<file path="config.mk">
export PLATFORM = sky130hd
export DESIGN_NAME = sensor_hub_quaternion_report_parser
export DESIGN_NICKNAME = d
export VERILOG_FILES = /design/src/design/shqrp_pkg.sv /design/src/design/sensor_hub_quaternion_report_parser.sv /design/src/design/shqrp_in_stage.sv /design/src/design/shqrp_parser.sv /design/src/design/shqrp_out_stage.sv
export SDC_FILE = /design/constraint.sdc
export NUM_CORES = 1
export LEC_CHECK = 0
export ABC_AREA = 1
export BUFFER_PORTS_ARGS = -buffer_cell sky130_fd_sc_hd__buf_4
export CORE_ASPECT_RATIO = 1.2
export CORE_MARGIN = 4
export CORE_UTILIZATION = 25
export CTS_CLUSTER_DIAMETER = 100
export DETAILED_ROUTE_END_ITERATION = 10
export PLACE_DENSITY = 0.44
export SYNTH_ARGS = -nofsm -noshare
export SYNTH_HDL_FRONTEND = slang
export SYNTH_SLANG_ARGS = --single-unit
</file>
<file path="constraint.sdc">
create_clock -name clk -period 4.7 [get_ports clk]
set_clock_uncertainty 0.1 [all_clocks]
set_input_delay 0.235 -clock clk [delete_from_list [all_inputs] [get_ports clk]]
set_output_delay 0.235 -clock clk [all_outputs]
set_load 0.03 [all_outputs]
</file>
<file path="src/design/shqrp_pkg.sv">
// Shared types and constants for the quaternion report parser.
package shqrp_pkg;

  // Packet framing
  localparam logic [14:0] HEADER_LEN        = 15'd4;
  localparam logic [14:0] MAX_PAYLOAD_RESET = 15'd128;
  localparam logic [7:0]  REPORT_ID         = 8'h05;
  localparam int          REPORT_SPAN       = 13;
  localparam int          REPORT_IDX_W      = $clog2(REPORT_SPAN);

  // Result codes
  localparam logic [1:0] RC_REPORT    = 2'd0;
  localparam logic [1:0] RC_NO_REPORT = 2'd1;
  localparam logic [1:0] RC_TOO_SHORT = 2'd2;
  localparam logic [1:0] RC_TOO_LARGE = 2'd3;

  // Header byte slots
  localparam logic [1:0] HB_LEN_LO = 2'd0;
  localparam logic [1:0] HB_LEN_HI = 2'd1;
  localparam logic [1:0] HB_CHAN   = 2'd2;
  localparam logic [1:0] HB_SEQ    = 2'd3;

  typedef enum logic [1:0] {
    PH_HEADER  = 2'b01,
    PH_PAYLOAD = 2'b10
  } phase_t;

  typedef struct packed {
    logic [7:0] data_byte;
    logic       first_of_packet;
  } in_beat_t;

  typedef struct packed {
    logic [1:0]         result_code;
    logic signed [15:0] quat_real;
    logic signed [15:0] quat_i;
    logic signed [15:0] quat_j;
    logic signed [15:0] quat_k;
    logic [15:0]        heading_accuracy;
    logic [1:0]         status_bits;
    logic [14:0]        payload_length;
  } out_beat_t;

endpackage

</file>
<file path="src/design/sensor_hub_quaternion_report_parser.sv">
// Top level of the sensor-hub quaternion report parser.
// Takes one packet byte per beat and sustains one byte per cycle while the
// result side has room: a byte is registered, parsed by a single pass of
// compare and capture logic against the packet state, and any result is loaded
// into the result register when the parser takes the byte that closes the
// packet (4th header byte for error, empty or too-large packets, last payload
// byte otherwise). The result register stalls the byte path only while a
// waiting result is held. Quaternion parts are raw Q14 and accuracy raw Q12;
// the payload limit is written through cfg_wr_en/cfg_wr_data, only while the
// block is idle; the user must ensure this, as the block does not enforce it.
module sensor_hub_quaternion_report_parser import shqrp_pkg::*; (
  input  logic        clk,
  input  logic        rst,
  input  logic        cfg_wr_en,
  input  logic [14:0] cfg_wr_data,
  input  logic        item_valid,
  output logic        item_stall,
  input  in_beat_t    item,
  output logic        result_valid,
  input  logic        result_stall,
  output out_beat_t   result
);

  logic      beat_valid;
  in_beat_t  beat;
  logic      out_ready;
  logic      fire;
  logic      emit;
  out_beat_t res;

  // Parser moves when a byte is held and the result side has room
  assign fire = beat_valid && out_ready;

  shqrp_in_stage u_in (
    .clk        (clk),
    .rst        (rst),
    .item_valid (item_valid),
    .item_stall (item_stall),
    .item       (item),
    .beat_valid (beat_valid),
    .beat       (beat),
    .advance    (fire)
  );

  shqrp_parser u_parse (
    .clk         (clk),
    .rst         (rst),
    .cfg_wr_en   (cfg_wr_en),
    .cfg_wr_data (cfg_wr_data),
    .fire        (fire),
    .beat        (beat),
    .emit        (emit),
    .res         (res)
  );

  shqrp_out_stage u_out (
    .clk          (clk),
    .rst          (rst),
    .load         (fire && emit),
    .load_beat    (res),
    .ready        (out_ready),
    .result_valid (result_valid),
    .result_stall (result_stall),
    .result       (result)
  );

endmodule

</file>
<file path="src/design/shqrp_in_stage.sv">
// Input register: holds one byte beat until the parser takes it.
module shqrp_in_stage import shqrp_pkg::*; (
  input  logic     clk,
  input  logic     rst,
  input  logic     item_valid,
  output logic     item_stall,
  input  in_beat_t item,
  output logic     beat_valid,
  output in_beat_t beat,
  input  logic     advance
);

  // Stall only while a held beat is not moving on
  assign item_stall = beat_valid && !advance;

  always_ff @(posedge clk) begin
    if (rst) begin
      beat_valid <= 1'b0;
    end else if (item_valid && !item_stall) begin
      beat_valid <= 1'b1;
    end else if (advance) begin
      beat_valid <= 1'b0;
    end
  end

  always_ff @(posedge clk) begin
    if (item_valid && !item_stall) begin
      beat <= item;
    end
  end

endmodule

</file>
<file path="src/design/shqrp_parser.sv">
// Packet parse state, report capture and result formation for one byte a cycle while the parser fires.
module shqrp_parser import shqrp_pkg::*; (
  input  logic        clk,
  input  logic        rst,
  input  logic        cfg_wr_en,
  input  logic [14:0] cfg_wr_data,
  input  logic        fire,
  input  in_beat_t    beat,
  output logic        emit,
  output out_beat_t   res
);

  phase_t      phase, phase_next;
  logic [1:0]  hdr_cnt, hdr_cnt_next;
  logic [7:0]  len_low, len_low_next;
  logic [14:0] total, total_next;
  logic [14:0] pos, pos_next;
  logic        found, found_next;
  logic [3:0]  cap_cnt, cap_cnt_next;
  logic [7:0]  rep [REPORT_SPAN];
  logic [7:0]  rep_next [REPORT_SPAN];
  logic [14:0] max_len;

  // Limit register
  always_ff @(posedge clk) begin
    if (rst) begin
      max_len <= MAX_PAYLOAD_RESET;
    end else if (cfg_wr_en) begin
      max_len <= cfg_wr_data;
    end
  end

  // Next state and result for the current beat
  always_comb begin
    phase_t      ph;
    logic [1:0]  cnt;
    logic [14:0] tsub;
    logic [15:0] pos_inc;
    logic [15:0] pos_span;

    ph = phase;
    cnt = hdr_cnt;
    if (beat.first_of_packet) begin
      ph = PH_HEADER;
      cnt = HB_LEN_LO;
    end

    phase_next   = ph;
    hdr_cnt_next = cnt;
    len_low_next = len_low;
    total_next   = total;
    pos_next     = pos;
    found_next   = found;
    cap_cnt_next = cap_cnt;
    rep_next     = rep;
    emit         = 1'b0;
    res          = '0;
    tsub         = total - HEADER_LEN;
    pos_inc      = {1'b0, pos} + 16'd1;
    pos_span     = {1'b0, pos} + 16'(REPORT_SPAN);

    if (ph == PH_PAYLOAD) begin
      // Capture the bytes after the report id, or look for the id
      if (found) begin
        if (cap_cnt < 4'(REPORT_SPAN)) begin
          rep_next[cap_cnt[REPORT_IDX_W-1:0]] = beat.data_byte;
          cap_cnt_next = cap_cnt + 4'd1;
        end
      end else if (beat.data_byte == REPORT_ID && pos_span < {1'b0, total}) begin
        found_next   = 1'b1;
        cap_cnt_next = 4'd0;
      end
      pos_next = pos_inc[14:0];
      // Last payload byte closes the packet
      if (pos_inc >= {1'b0, total}) begin
        phase_next   = PH_HEADER;
        hdr_cnt_next = HB_LEN_LO;
        emit         = 1'b1;
        res.payload_length = total;
        if (found_next && cap_cnt_next >= 4'(REPORT_SPAN)) begin
          res.result_code      = RC_REPORT;
          res.quat_real        = $signed({rep_next[4],  rep_next[3]});
          res.quat_i           = $signed({rep_next[6],  rep_next[5]});
          res.quat_j           = $signed({rep_next[8],  rep_next[7]});
          res.quat_k           = $signed({rep_next[10], rep_next[9]});
          res.heading_accuracy = {rep_next[12], rep_next[11]};
          res.status_bits      = rep_next[1][1:0];
        end else begin
          res.result_code = RC_NO_REPORT;
        end
      end
    end else begin
      case (cnt)
        HB_LEN_LO: begin
          len_low_next = beat.data_byte;
          hdr_cnt_next = HB_LEN_HI;
        end
        HB_LEN_HI: begin
          // Top bit of the high byte is the continuation flag
          total_next   = {beat.data_byte[6:0], len_low};
          hdr_cnt_next = HB_CHAN;
        end
        HB_CHAN: begin
          hdr_cnt_next = HB_SEQ;
        end
        default: begin
          hdr_cnt_next = HB_LEN_LO;
          phase_next   = PH_HEADER;
          if (total < HEADER_LEN) begin
            total_next      = '0;
            emit            = 1'b1;
            res.result_code = RC_TOO_SHORT;
          end else begin
            total_next = tsub;
            if (tsub > max_len) begin
              emit               = 1'b1;
              res.result_code    = RC_TOO_LARGE;
              res.payload_length = tsub;
            end else if (tsub == '0) begin
              emit            = 1'b1;
              res.result_code = RC_NO_REPORT;
            end else begin
              phase_next   = PH_PAYLOAD;
              pos_next     = '0;
              found_next   = 1'b0;
              cap_cnt_next = 4'd0;
            end
          end
        end
      endcase
    end
  end

  // Control state
  always_ff @(posedge clk) begin
    if (rst) begin
      phase   <= PH_HEADER;
      hdr_cnt <= HB_LEN_LO;
      len_low <= '0;
      total   <= '0;
      pos     <= '0;
      found   <= 1'b0;
      cap_cnt <= '0;
    end else if (fire) begin
      phase   <= phase_next;
      hdr_cnt <= hdr_cnt_next;
      len_low <= len_low_next;
      total   <= total_next;
      pos     <= pos_next;
      found   <= found_next;
      cap_cnt <= cap_cnt_next;
    end
  end

  // Captured report bytes
  always_ff @(posedge clk) begin
    if (fire) begin
      rep <= rep_next;
    end
  end

endmodule

</file>
<file path="src/design/shqrp_out_stage.sv">
// Result register: holds one result beat until downstream takes it.
module shqrp_out_stage import shqrp_pkg::*; (
  input  logic      clk,
  input  logic      rst,
  input  logic      load,
  input  out_beat_t load_beat,
  output logic      ready,
  output logic      result_valid,
  input  logic      result_stall,
  output out_beat_t result
);

  // Room when empty or when the held beat leaves this cycle
  assign ready = !result_valid || !result_stall;

  always_ff @(posedge clk) begin
    if (rst) begin
      result_valid <= 1'b0;
    end else if (ready) begin
      result_valid <= load;
    end
  end

  always_ff @(posedge clk) begin
    if (ready && load) begin
      result <= load_beat;
    end
  end

endmodule
</file>
==> results.tsv, run 1 <==
stage	metric	value	unit
critical_path	end_kind	register	
timing	tns	0	ns
clock_network	clk_path_buf_depth	3	
clock_network	path_clk_slew	0.06	ns
power	p_comb_share	2.9	%
power	power_switching	1.07	mW
timing	finalCriticalPeriod	3.94	ns
power	clkPwrFrac	46.4	%
power	power.density	315	mW/mm^2
logic_synthesis	syn_nets	1447	
detailed_routing	routed.top_layer	met4	
clock_network	htree_levels	1	
placement	dpl.cell_count	2093	
global_routing	grt_max_degree	70	
clock_network	root_buffer	clkbuf_16	
detailed_routing	avgRoutedWirePerCell	15.6	um
power	power_leakage	5.98	nW
logic_synthesis	seq_area_frac_synth	56.1	%
global_routing	gr-total-overflow	0	
timing	report.final.slew_viol_count	0	
logic_synthesis	synthFlopType	edfxtp_1	
critical_path	crit_slowest_cell	dfxtp_1	
finish	multi_input_area	0.00424	mm^2
logic_synthesis	yosys_warnings	0	
finish	synthToLayoutAreaGrowth	22.7	%
logic_synthesis	async_reset_ff_share	0	%
critical_path	critPathMaxFanout	24	
floorplanning	initial_utilization	25.3	%
detailed_routing	vias	9177	
critical_path	cp-start-kind	register	
power	swShare	22.3	%
global_routing	antenna_found_initial	0	
timing	max_slew_margin	38.1	%
timing	tightest_slew	0.928	ns
global_routing	track_usage	12.5	%
clock_network	cts_made_buffers	30	
logic_synthesis	ys_seq_elements	254	
power	power.internal	3.74	mW
placement	dp_hpwl	23.8	mm
timing	rsz0062_at_grt	false	
floorplanning	die_h	252	um
detailed_routing	ant_nets	0	
placement	port-buffer-count	129	
job	cap_violations	0	
detailed_routing	drc	0	
critical_path	crit_type	reg -> reg	
detailed_routing	routed-wl-met2	16.1	mm
floorplanning	fp-row-count	89	
finish	num-nets-final	1597	
status	status	finished, final reports clean	
detailed_routing	wl_met1	15.7	mm
placement	place.gp.congestion	0.856	
detailed_routing	routed_wl	34.0	mm
floorplanning	ioPinCount	130	
detailed_routing	met3_length	1.51	mm
clock_network	clock-sinks	254	
timing	setup_viol	0	
timing	max_clock_freq	0.254	GHz
floorplanning	core-area	0.0492	mm^2
critical_path	required	4.92	ns
clock_network	cts_resized	0	
logic_synthesis	synth_area	0.0124	mm^2
clock_network	clkLatencyLatePin	0.58	ns
logic_synthesis	avgSynthCellArea	9.13	um^2
logic_synthesis	synth-edff-count	190	
floorplanning	dieWidth	212	um
critical_path	crit_chain	ha_1 -> nor2_1 -> inv_1 -> nor2_1 -> nor2_1 -> nand2_1 -> nor2_1 -> xor2_1 -> ha_1 -> nor3_1 -> nand3_1 -> nor2_1 -> nand3_1 -> nor2_1 -> nand2_1 -> nand3_1 -> nand3_1 -> nand3_4 -> buf_4 -> nor2_1	
finish	final_cells	2175	
logic_synthesis	ys_types	38	
critical_path	slowest_delay	0.40	ns
finish	fillers	5208	
clock_network	cts_tree	built	
finish	drive_gt1_share	15.2	%
hold_path	hp-class	in -> reg	
power	ir_worst_vdd	0.264	mV
timing	period_share	83.8	%
finish	register_area	0.00699	mm^2
detailed_routing	viasPerCell	4.22	
finish	antenna_cells	0	
global_routing	grt_pass1_wl	52.2	mm
detailed_routing	drt-initial-drc-count	443	
power	pwr-share-seq	50.7	%
timing	hold_viol	0	
critical_path	critical_path.most_common_cell	nor2_1	
floorplanning	dieArea	0.0534	mm^2
detailed_routing	drt-pass1-iter-count	5	
critical_path	worstPathArrival	4.16	ns
logic_synthesis	synth_cells	1364	
global_routing	grt_pass1_vias	8903	
==> cell families after synthesis <==
logic type / synth area share, %
simple gates: 17.1
buf+inv: 9.95
flops: 56.1
compound gates: 9.40
fa+ha+maj: 5.43
xor+xnor: 1.97
==> state kept, by name, indices dropped and copies added, names as in the netlist <==
| register | cells |
|---|---|
| u_out.result | 99 |
| u_parse.rep | 82 |
| u_parse.max_len | 15 |
| u_parse.pos | 15 |
| u_parse.total | 15 |
| u_in.beat | 9 |
| u_parse.len_low | 8 |
| u_parse.cap_cnt | 4 |
| u_parse.hdr_cnt | 2 |
| u_parse.phase | 2 |
| u_in.beat_valid | 1 |
| u_out.result_valid | 1 |
| u_parse.found | 1 |
==> critical path, delay by kind of cell (launching register included) <==
kind,cells,cell delay [ns]
buffers and inverters,2,0.45
DFF,1,0.40
adders and majority gates,2,0.43
xor gates and xnor gates,1,0.09
and+or+nand+nor,15,2.21
==> what timing repair did <==
| action | in CTS | in global routing |
|---|---|---|
| hold buffers | 26 | 0 |
| setup buffers | 0 | 0 |
| hold endpoints to repair | 25 | 0 |
==> final timing paths <==
path / cells after the start / slack, ns / end / startpoint
max: 20 / 0.76 / u_out.result[46] / u_parse.pos[0]
min: 2 / 0.04 / u_parse.total[7] / rst
max reg2reg: 20 / 0.76 / u_out.result[46] / u_parse.pos[0]
min reg2reg: 2 / 0.37 / u_parse.max_len[4] / u_parse.max_len[4]
==> through the flow <==
stage	hold slack, ns	setup slack [ns]	area, um^2	util, %	total power, mW
after floorplan	0.234	0.744	12500	-	2.54
after global placement	0.316	0.747	14100	28.6	2.62
after detailed placement	0.317	0.686	14100	28.6	2.62
after CTS	0.00546	0.678	15300	31.0	4.91
after global routing	0.0320	0.363	15300	31.0	5.02
final	0.0368	0.761	15300	31.0	4.82
==> cells in the final DEF (no fill, tap or decap), types with 6 or more instances in the layout <==
cell type	n
buf_4	134
clkbuf_1	7
clkinv_2	6
nand3_1	40
a21oi_1	82
clkbuf_16	30
nand2_2	7
nor2_2	28
inv_1	261
nor3_1	7
nor2_1	130
edfxtp_1	190
o21ai_0	114
ha_1	54
o22ai_1	14
dlygate4sd3_1	26
dfxtp_1	64
nand4_1	8
xor2_1	24
nand2_1	258
==> cells in the mapped netlist, types with 2 or more instances <==
| cell type | number | area share (%) |
|---|---|---|
| inv_1 | 261 | 7.9 |
| nand2_1 | 259 | 7.8 |
| edfxtp_1 | 190 | 46 |
| nor2_1 | 131 | 3.9 |
| o21ai_0 | 114 | 4.6 |
| a21oi_1 | 82 | 3.3 |
| dfxtp_1 | 64 | 10 |
| ha_1 | 54 | 5.4 |
| nand3_1 | 40 | 1.6 |
| clkbuf_1 | 28 | 0.84 |
| nor2_2 | 28 | 1.4 |
| xor2_1 | 24 | 1.7 |
| o22ai_1 | 14 | 0.70 |
| buf_6 | 9 | 0.81 |
| nand4_1 | 8 | 0.40 |
| nand2_2 | 7 | 0.35 |
| nor3_1 | 7 | 0.28 |
| a22oi_1 | 5 | 0.30 |
| nand3b_1 | 5 | 0.30 |
| buf_2 | 4 | 0.16 |
| xnor2_1 | 4 | 0.28 |
| a31oi_1 | 3 | 0.15 |
| nor2_4 | 3 | 0.27 |
| a21oi_2 | 2 | 0.14 |
| buf_4 | 2 | 0.12 |
| nand2_4 | 2 | 0.18 |
| nand3_2 | 2 | 0.16 |
| nor4_1 | 2 | 0.10 |
==> area by class of cell <==
cell class	count	share of cell area [%]
Inverter	262	6.44
Clock inverter	16	0.843
Sequential cell	254	45.7
Timing Repair Buffer	163	8.68
Multi-Input combinational cell	803	27.7
Clock buffer	40	5.36
Tap cell	637	5.22
==> power by group through the flow <==
stage | combinational, mW | clock [mW] | sequential [mW]
finish | 0.142 | 2.24 | 2.44
global route | 0.162 | 2.41 | 2.44
CTS | 0.144 | 2.33 | 2.44
detailed placement | 0.126 | 0 | 2.49
global placement | 0.125 | 0 | 2.49
floorplan | 0.0844 | 0 | 2.46
==> layer usage <==
metal | GRT usage, % | up-vias
met3 | 1.87 | 42
li1 | - | 4707
met2 | 21.2 | 184
met4 | 2.95 | 0
met5 | 0 | -
met1 | 16.8 | 4244
No activity file was read; power rests on OpenSTA's default activity.
==> run 2: changes to the inputs <==
--- a/config.mk
+++ b/config.mk
@@ -12,7 +12,7 @@
 export CORE_UTILIZATION = 25
 export CTS_CLUSTER_DIAMETER = 100
 export DETAILED_ROUTE_END_ITERATION = 10
-export PLACE_DENSITY = 0.44
+export PLACE_DENSITY = 0.42
 export SYNTH_ARGS = -nofsm -noshare
 export SYNTH_HDL_FRONTEND = slang
 export SYNTH_SLANG_ARGS = --single-unit
==> constraint.sdc (replaced) <==
create_clock -name clk -period 3.7 [get_ports clk]
set_clock_uncertainty 0.1 [all_clocks]
set_input_delay 0.185 -clock clk [delete_from_list [all_inputs] [get_ports clk]]
set_output_delay 0.185 -clock clk [all_outputs]
set_load 0.03 [all_outputs]
==> results.tsv, run 2 (synthesis results as in run 1) <==
stage	metric	value	unit
floorplanning	dieWidth	212	um
critical_path	slowest_delay	0.34	ns
hold_path	hold_depth	2	
critical_path	cp-start-kind	register	
finish	antenna_cells	0	
timing	rsz0062_at_grt	true	
timing	tns	0	ns
critical_path	worst-path-buf-inv	3	
global_routing	grt_max_degree	51	
timing	tightest_slew	1.03	ns
timing	max_slew_margin	30.9	%
finish	synthToLayoutAreaGrowth	24.4	%
timing	hold_viol	0	
clock_network	htree_levels	1	
placement	placed_area	0.0143	mm^2
floorplanning	core-area	0.0492	mm^2
detailed_routing	avgRoutedWirePerCell	15.6	um
critical_path	end_kind	register	
detailed_routing	drt-initial-drc-count	443	
critical_path	crit_slowest_cell	dfxtp_1	
global_routing	grt_pass1_vias	9088	
power	total_power	6.09	mW
finish	layout_common_cells	261 x inv_1, 258 x nand2_1, 190 x edfxtp_1, 152 x buf_4, 128 x nor2_1	
power	ir_worst_vdd	0.316	mV
floorplanning	die_h	252	um
finish	stdcell_area	0.0155	mm^2
timing	holdWs	0.235	ns
global_routing	grt_pass1_wl	53.1	mm
critical_path	required	3.83	ns
power	power_leakage	6.10	nW
critical_path	critical_path.most_common_cell	nand2_1	
placement	dp_hpwl	24.0	mm
finish	final_common_cell	inv_1	
power	power.density	393	mW/mm^2
timing	fin_ws	0.285	ns
detailed_routing	ant_nets	0	
timing	setup_viol	0	
critical_path	crit_type	reg -> reg	
clock_network	clock-sinks	254	
placement	place.gp.congestion	0.812	
detailed_routing	vias	9220	
clock_network	cts_tree	built	
critical_path	crit_chain	inv_1 -> ha_2 -> nand2_4 -> nor2_4 -> xor2_1 -> inv_1 -> ha_1 -> nand4_1 -> nor2_1 -> nand2_1 -> nand2_1 -> nand2_1 -> and2_2 -> nand2_1 -> nand2_1 -> nand2_4 -> buf_12	
floorplanning	dieArea	0.0534	mm^2
timing	finalCriticalPeriod	3.41	ns
detailed_routing	routed_wl	34.1	mm
critical_path	critPathMaxFanout	44	
finish	num-nets-final	1620	
timing	max_clock_freq	0.293	GHz
clock_network	path_clk_slew	0.06	ns
placement	dp_slack	-0.0342	ns
timing	period_share	92.3	%
floorplanning	ioPinCount	130	
critical_path	worstPathArrival	3.55	ns
global_routing	gr-total-overflow	0	
finish	drive_gt1_share	16.7	%
detailed_routing	viasPerCell	4.20	
critical_path	r2r_cells	17	
finish	fin_util	31.5	%
job	cap_violations	0	
finish	largest_reg_flops	99	
clock_network	clk_path_buf_depth	3	
hold_path	hp-class	in -> reg	
clock_network	cts_made_buffers	29	
placement	dpl.cell_count	2115	
critical_path	critical_path.top_delay_family	simple AND/OR/NAND/NOR gates	
global_routing	track_usage	12.6	%
clock_network	root_buffer	clkbuf_16	
finish	final_cells	2194	
detailed_routing	drc	0	
finish	reg_top3	u_out.result x99, u_parse.rep x82	
critical_path	crit_cells	17	
timing	report.final.slew_viol_count	0	
global_routing	antenna_found_initial	1	
finish	largest-register	u_out.result	
floorplanning	initial_utilization	25.3	%
placement	port-buffer-count	129	
clock_network	clkLatencyLatePin	0.57	ns
status	status	finished, final reports clean	
detailed_routing	drt-pass1-iter-count	6	
floorplanning	fp-row-count	89	
-- run 2: changes by cell type in the layout (fill, tap and decap cells not counted), moves of 2 or more --
cell,delta
clkbuf_1,-4
dlygate4sd3_1,+2
inv_6,+2
buf_12,+2
nor2_2,+2
nor2_1,-2
buf_4,+18
buf_8,+2
-- run 2: cell type report --
class,instances,area (um^2)
fill,5190,33700
sequential,254,6990
multi-input combinational,803,4250
timing repair buffer,187,1550
inverter,262,983
tap,637,797
clock buffer,35,790
clock inverter,16,125
-- run 2: worst register-to-register path, delay by kind of cell, from the launching register on --
family / cells / cell delay (ns)
simple gates: 11 / 1.28
buf+inv: 3 / 0.52
fa+ha+maj: 2 / 0.60
xor+xnor: 1 / 0.20
flops: 1 / 0.34
-- run 2: layer usage --
layer	up-vias	wire length [um]	global-route usage, %
met2	163	16200	21.5
met4	0	627	3.02
met5	-	0	0
met3	36	1390	1.80
met1	4263	15900	16.8
li1	4758	-	-
-- run 2: final timing paths --
path,from,to,slack [ns]
worst max-delay path,u_parse.total[3],u_out.result[50],0.29
worst min-delay path,item[3],u_in.beat[3],0.23
worst max register to register,u_parse.total[3],u_out.result[50],0.29
worst min register to register,u_parse.max_len[3],u_parse.max_len[3],0.37
-- run 2: where the power goes --
part           total (mW)  switching [mW]  internal (mW)
registers            3.06          0.0120           3.05
clock network        2.80            1.21           1.59
logic               0.228           0.142         0.0864
-- run 2: what timing repair did --
action | in CTS | in global routing
hold buffers | 28 | 0
endpoints found under the setup margin | 35 | 182
setup buffers | 0 | 0
gates resized for setup | 2 | 6
endpoints found under the hold margin | 31 | 0
==> run 3: changes to the inputs <==
--- a/config.mk
+++ b/config.mk
@@ -6,13 +6,15 @@
 export NUM_CORES = 1
 export LEC_CHECK = 0
 export ABC_AREA = 1
-export BUFFER_PORTS_ARGS = -buffer_cell sky130_fd_sc_hd__buf_4
+export BUFFER_PORTS_ARGS = -buffer_cell sky130_fd_sc_hd__buf_2
+export CELL_PAD_IN_SITES_DETAIL_PLACEMENT = 0
+export CELL_PAD_IN_SITES_GLOBAL_PLACEMENT = 1
 export CORE_ASPECT_RATIO = 1.2
 export CORE_MARGIN = 4
 export CORE_UTILIZATION = 25
 export CTS_CLUSTER_DIAMETER = 100
 export DETAILED_ROUTE_END_ITERATION = 10
-export PLACE_DENSITY = 0.42
+export PLACE_DENSITY = 0.51
 export SYNTH_ARGS = -nofsm -noshare
 export SYNTH_HDL_FRONTEND = slang
 export SYNTH_SLANG_ARGS = --single-unit
==> results.tsv, run 3 (synthesis results as in run 1) <==
stage	metric	value	unit
placement	dp_slack	0.143	ns
global_routing	met3_usage	1.69	%
timing	max_slew_margin	33.5	%
timing	tightest_slew	0.994	ns
timing	report.final.slew_viol_count	0	
critical_path	worst-path-buf-inv	4	
clock_network	htree_levels	1	
critical_path	end_kind	register	
placement	dpl.cell_count	2122	
floorplanning	dieWidth	212	um
detailed_routing	drc	0	
power	clkPwrFrac	48.6	%
floorplanning	ioPinCount	130	
critical_path	slowest_delay	0.42	ns
timing	finalCriticalPeriod	3.45	ns
detailed_routing	vias	9405	
clock_network	clock-sinks	254	
finish	final_common_cell	inv_1	
clock_network	cts_tree	built	
critical_path	critPathLaunch	u_parse.total[3]	
detailed_routing	drt-pass1-iter-count	5	
timing	period_share	93.2	%
floorplanning	fp-row-count	89	
detailed_routing	avgRoutedWirePerCell	16.3	um
detailed_routing	ant_nets	0	
critical_path	crit_slowest_cell	dfxtp_1	
global_routing	grt_pass1_vias	9212	
critical_path	critPathMaxFanout	14	
detailed_routing	drt-initial-drc-count	450	
detailed_routing	viasPerCell	4.26	
power	p_comb_share	3.2	%
power	power_leakage	6.06	nW
hold_path	hp-class	in -> reg	
timing	max_clock_freq	0.290	GHz
critical_path	required	3.86	ns
power	swShare	21.8	%
timing	setup_viol	0	
critical_path	rr_endpoint	u_out.result[60]	
critical_path	reg2reg_from	u_parse.total[3]	
power	power.internal	5.00	mW
critical_path	crit_path_end	u_out.result[60]	
power	ir_worst_vdd	0.344	mV
finish	antenna_cells	0	
placement	dp_hpwl	25.6	mm
job	cap_violations	0	
clock_network	clk_path_buf_depth	3	
critical_path	r2r_cells	19	
floorplanning	initial_utilization	25.3	%
global_routing	gr-total-overflow	0	
critical_path	r2r_slack	0.25	ns
detailed_routing	routed_wl	36.0	mm
floorplanning	die_h	252	um
power	power.density	416	mW/mm^2
power	total_power	6.40	mW
clock_network	post-cts-setup-buffer-count	0	
global_routing	track_usage	13.2	%
floorplanning	dieArea	0.0534	mm^2
clock_network	cts_made_buffers	31	
finish	final_cells	2210	
global_routing	grt_max_degree	52	
placement	place.gp.congestion	0.796	
critical_path	critical_path.top_delay_family	simple AND/OR/NAND/NOR gates	
clock_network	clkLatencyLatePin	0.57	ns
status	status	finished, final reports clean	
timing	holdWs	0.0682	ns
global_routing	antenna_found_initial	0	
finish	reg_top3	u_out.result x99, u_parse.rep x82	
critical_path	crit_type	reg -> reg	
finish	largest_reg_flops	99	
finish	drive_gt1_share	17.2	%
timing	hold_viol	0	
global_routing	grtUsageMet1	17.3	%
power	pwr-share-seq	48.2	%
critical_path	cp-start-kind	register	
floorplanning	core-area	0.0492	mm^2
finish	largest-register	u_out.result	
critical_path	crit_chain	inv_1 -> ha_1 -> nand2_4 -> inv_1 -> nand2_1 -> nand2_1 -> nand2_2 -> inv_1 -> ha_1 -> nand4_1 -> nor2_1 -> nand2_1 -> nand2_1 -> nand2_1 -> and2_2 -> nand2_1 -> nand2_1 -> nand2_4 -> buf_4	
finish	layout_common_cells	261 x inv_1, 258 x nand2_1, 190 x edfxtp_1, 129 x nor2_1, 129 x buf_2	
global_routing	use_met2	23.2	%
finish	num-nets-final	1631	
finish	synthToLayoutAreaGrowth	23.6	%
critical_path	critical_path.most_common_cell	nand2_1	
clock_network	path_clk_slew	0.06	ns
global_routing	busiest_layer	met2	
global_routing	grt_pass1_wl	54.9	mm
critical_path	crit_cells	19	
power	power_switching	1.39	mW
placement	port-buffer-count	129	
clock_network	root_buffer	clkbuf_16	
timing	fin_ws	0.250	ns
critical_path	worstPathArrival	3.61	ns
==> run 3: cell count changes in the layout (fill, tap and decap cells not counted), sizes merged <==
cell         before  now
buf             159  166
clkinv            8   13
bufinv            1    4
clkbuf           35   37
clkinvlp          4    2
dlygate4sd3      28   30
inv             265  264
==> run 3: final cells by class <==
class | count | area (um^2)
Sequential cell | 254 | 6990
Inverter | 262 | 983
Tap cell | 637 | 797
Fill cell | 5260 | 33800
Multi-Input combinational cell | 803 | 4250
Clock buffer | 37 | 828
Clock inverter | 21 | 220
Timing Repair Buffer | 196 | 1320
==> run 3: per-layer routing <==
| layer | up-vias | routed length (um) |
|---|---|---|
| met1 | 4401 | 16400 |
| met5 | - | 0 |
| met3 | 36 | 1410 |
| met4 | 0 | 574 |
| met2 | 182 | 17600 |
| li1 | 4786 | - |
==> run 3: how the worst min path moves through the flow <==
| stage | endpoint | from | slack (ns) | cells past startpoint |
|---|---|---|---|---|
| global route | u_parse.total[8] | rst | 0.14 | 3 |
| finish | u_parse.phase[0] | rst | 0.07 | 3 |
| floorplan | u_in.beat[0] | item[0] | 0.18 | 0 |
| global placement | u_in.beat[1] | item[1] | 0.27 | 1 |
| CTS | u_parse.phase[0] | rst | 0.07 | 3 |
| detailed placement | u_in.beat[1] | item[1] | 0.26 | 1 |
==> run 3: timing repair <==
action                                  CTS  global route
endpoints found under the setup margin    0           157
hold endpoints to repair                 26             0
hold buffers                             30             0
gates resized for setup                   0             4
==> run 3: worst register-to-register path, stage by stage, from the launching register on <==
cell     delay, ns
dfxtp_1       0.42
inv_1         0.09
ha_1          0.28
nand2_4       0.13
inv_1         0.07
nand2_1       0.06
nand2_1       0.06
nand2_2       0.08
inv_1         0.09
ha_1          0.32
nand4_1       0.15
nor2_1        0.13
nand2_1       0.06
nand2_1       0.05
nand2_1       0.12
and2_2        0.23
nand2_1       0.07
nand2_1       0.14
nand2_4       0.23
buf_4         0.27
==> run 3: power groups by stage <==
stage	clock [mW]	sequential [mW]	combinational [mW]
2_1_floorplan	0	3.12	0.107
3_3_place_gp	0	3.15	0.180
3_5_place_dp	0	3.15	0.183
4_1_cts	3.22	3.09	0.209
5_1_grt	3.32	3.09	0.230
6_report	3.11	3.08	0.203
==> run 3: stage by stage <==
| step | cell area [um^2] | TNS [ns] | util, % |
|---|---|---|---|
| 6_report | 15400 | 0 | 31.3 |
| 5_1_grt | 15400 | -0.0408 | 31.3 |
| 4_1_cts | 15400 | 0 | 31.2 |
| 3_5_place_dp | 14000 | 0 | 28.5 |
| 3_3_place_gp | 14000 | 0 | 28.5 |
| 2_1_floorplan | 12500 | 0 | - |
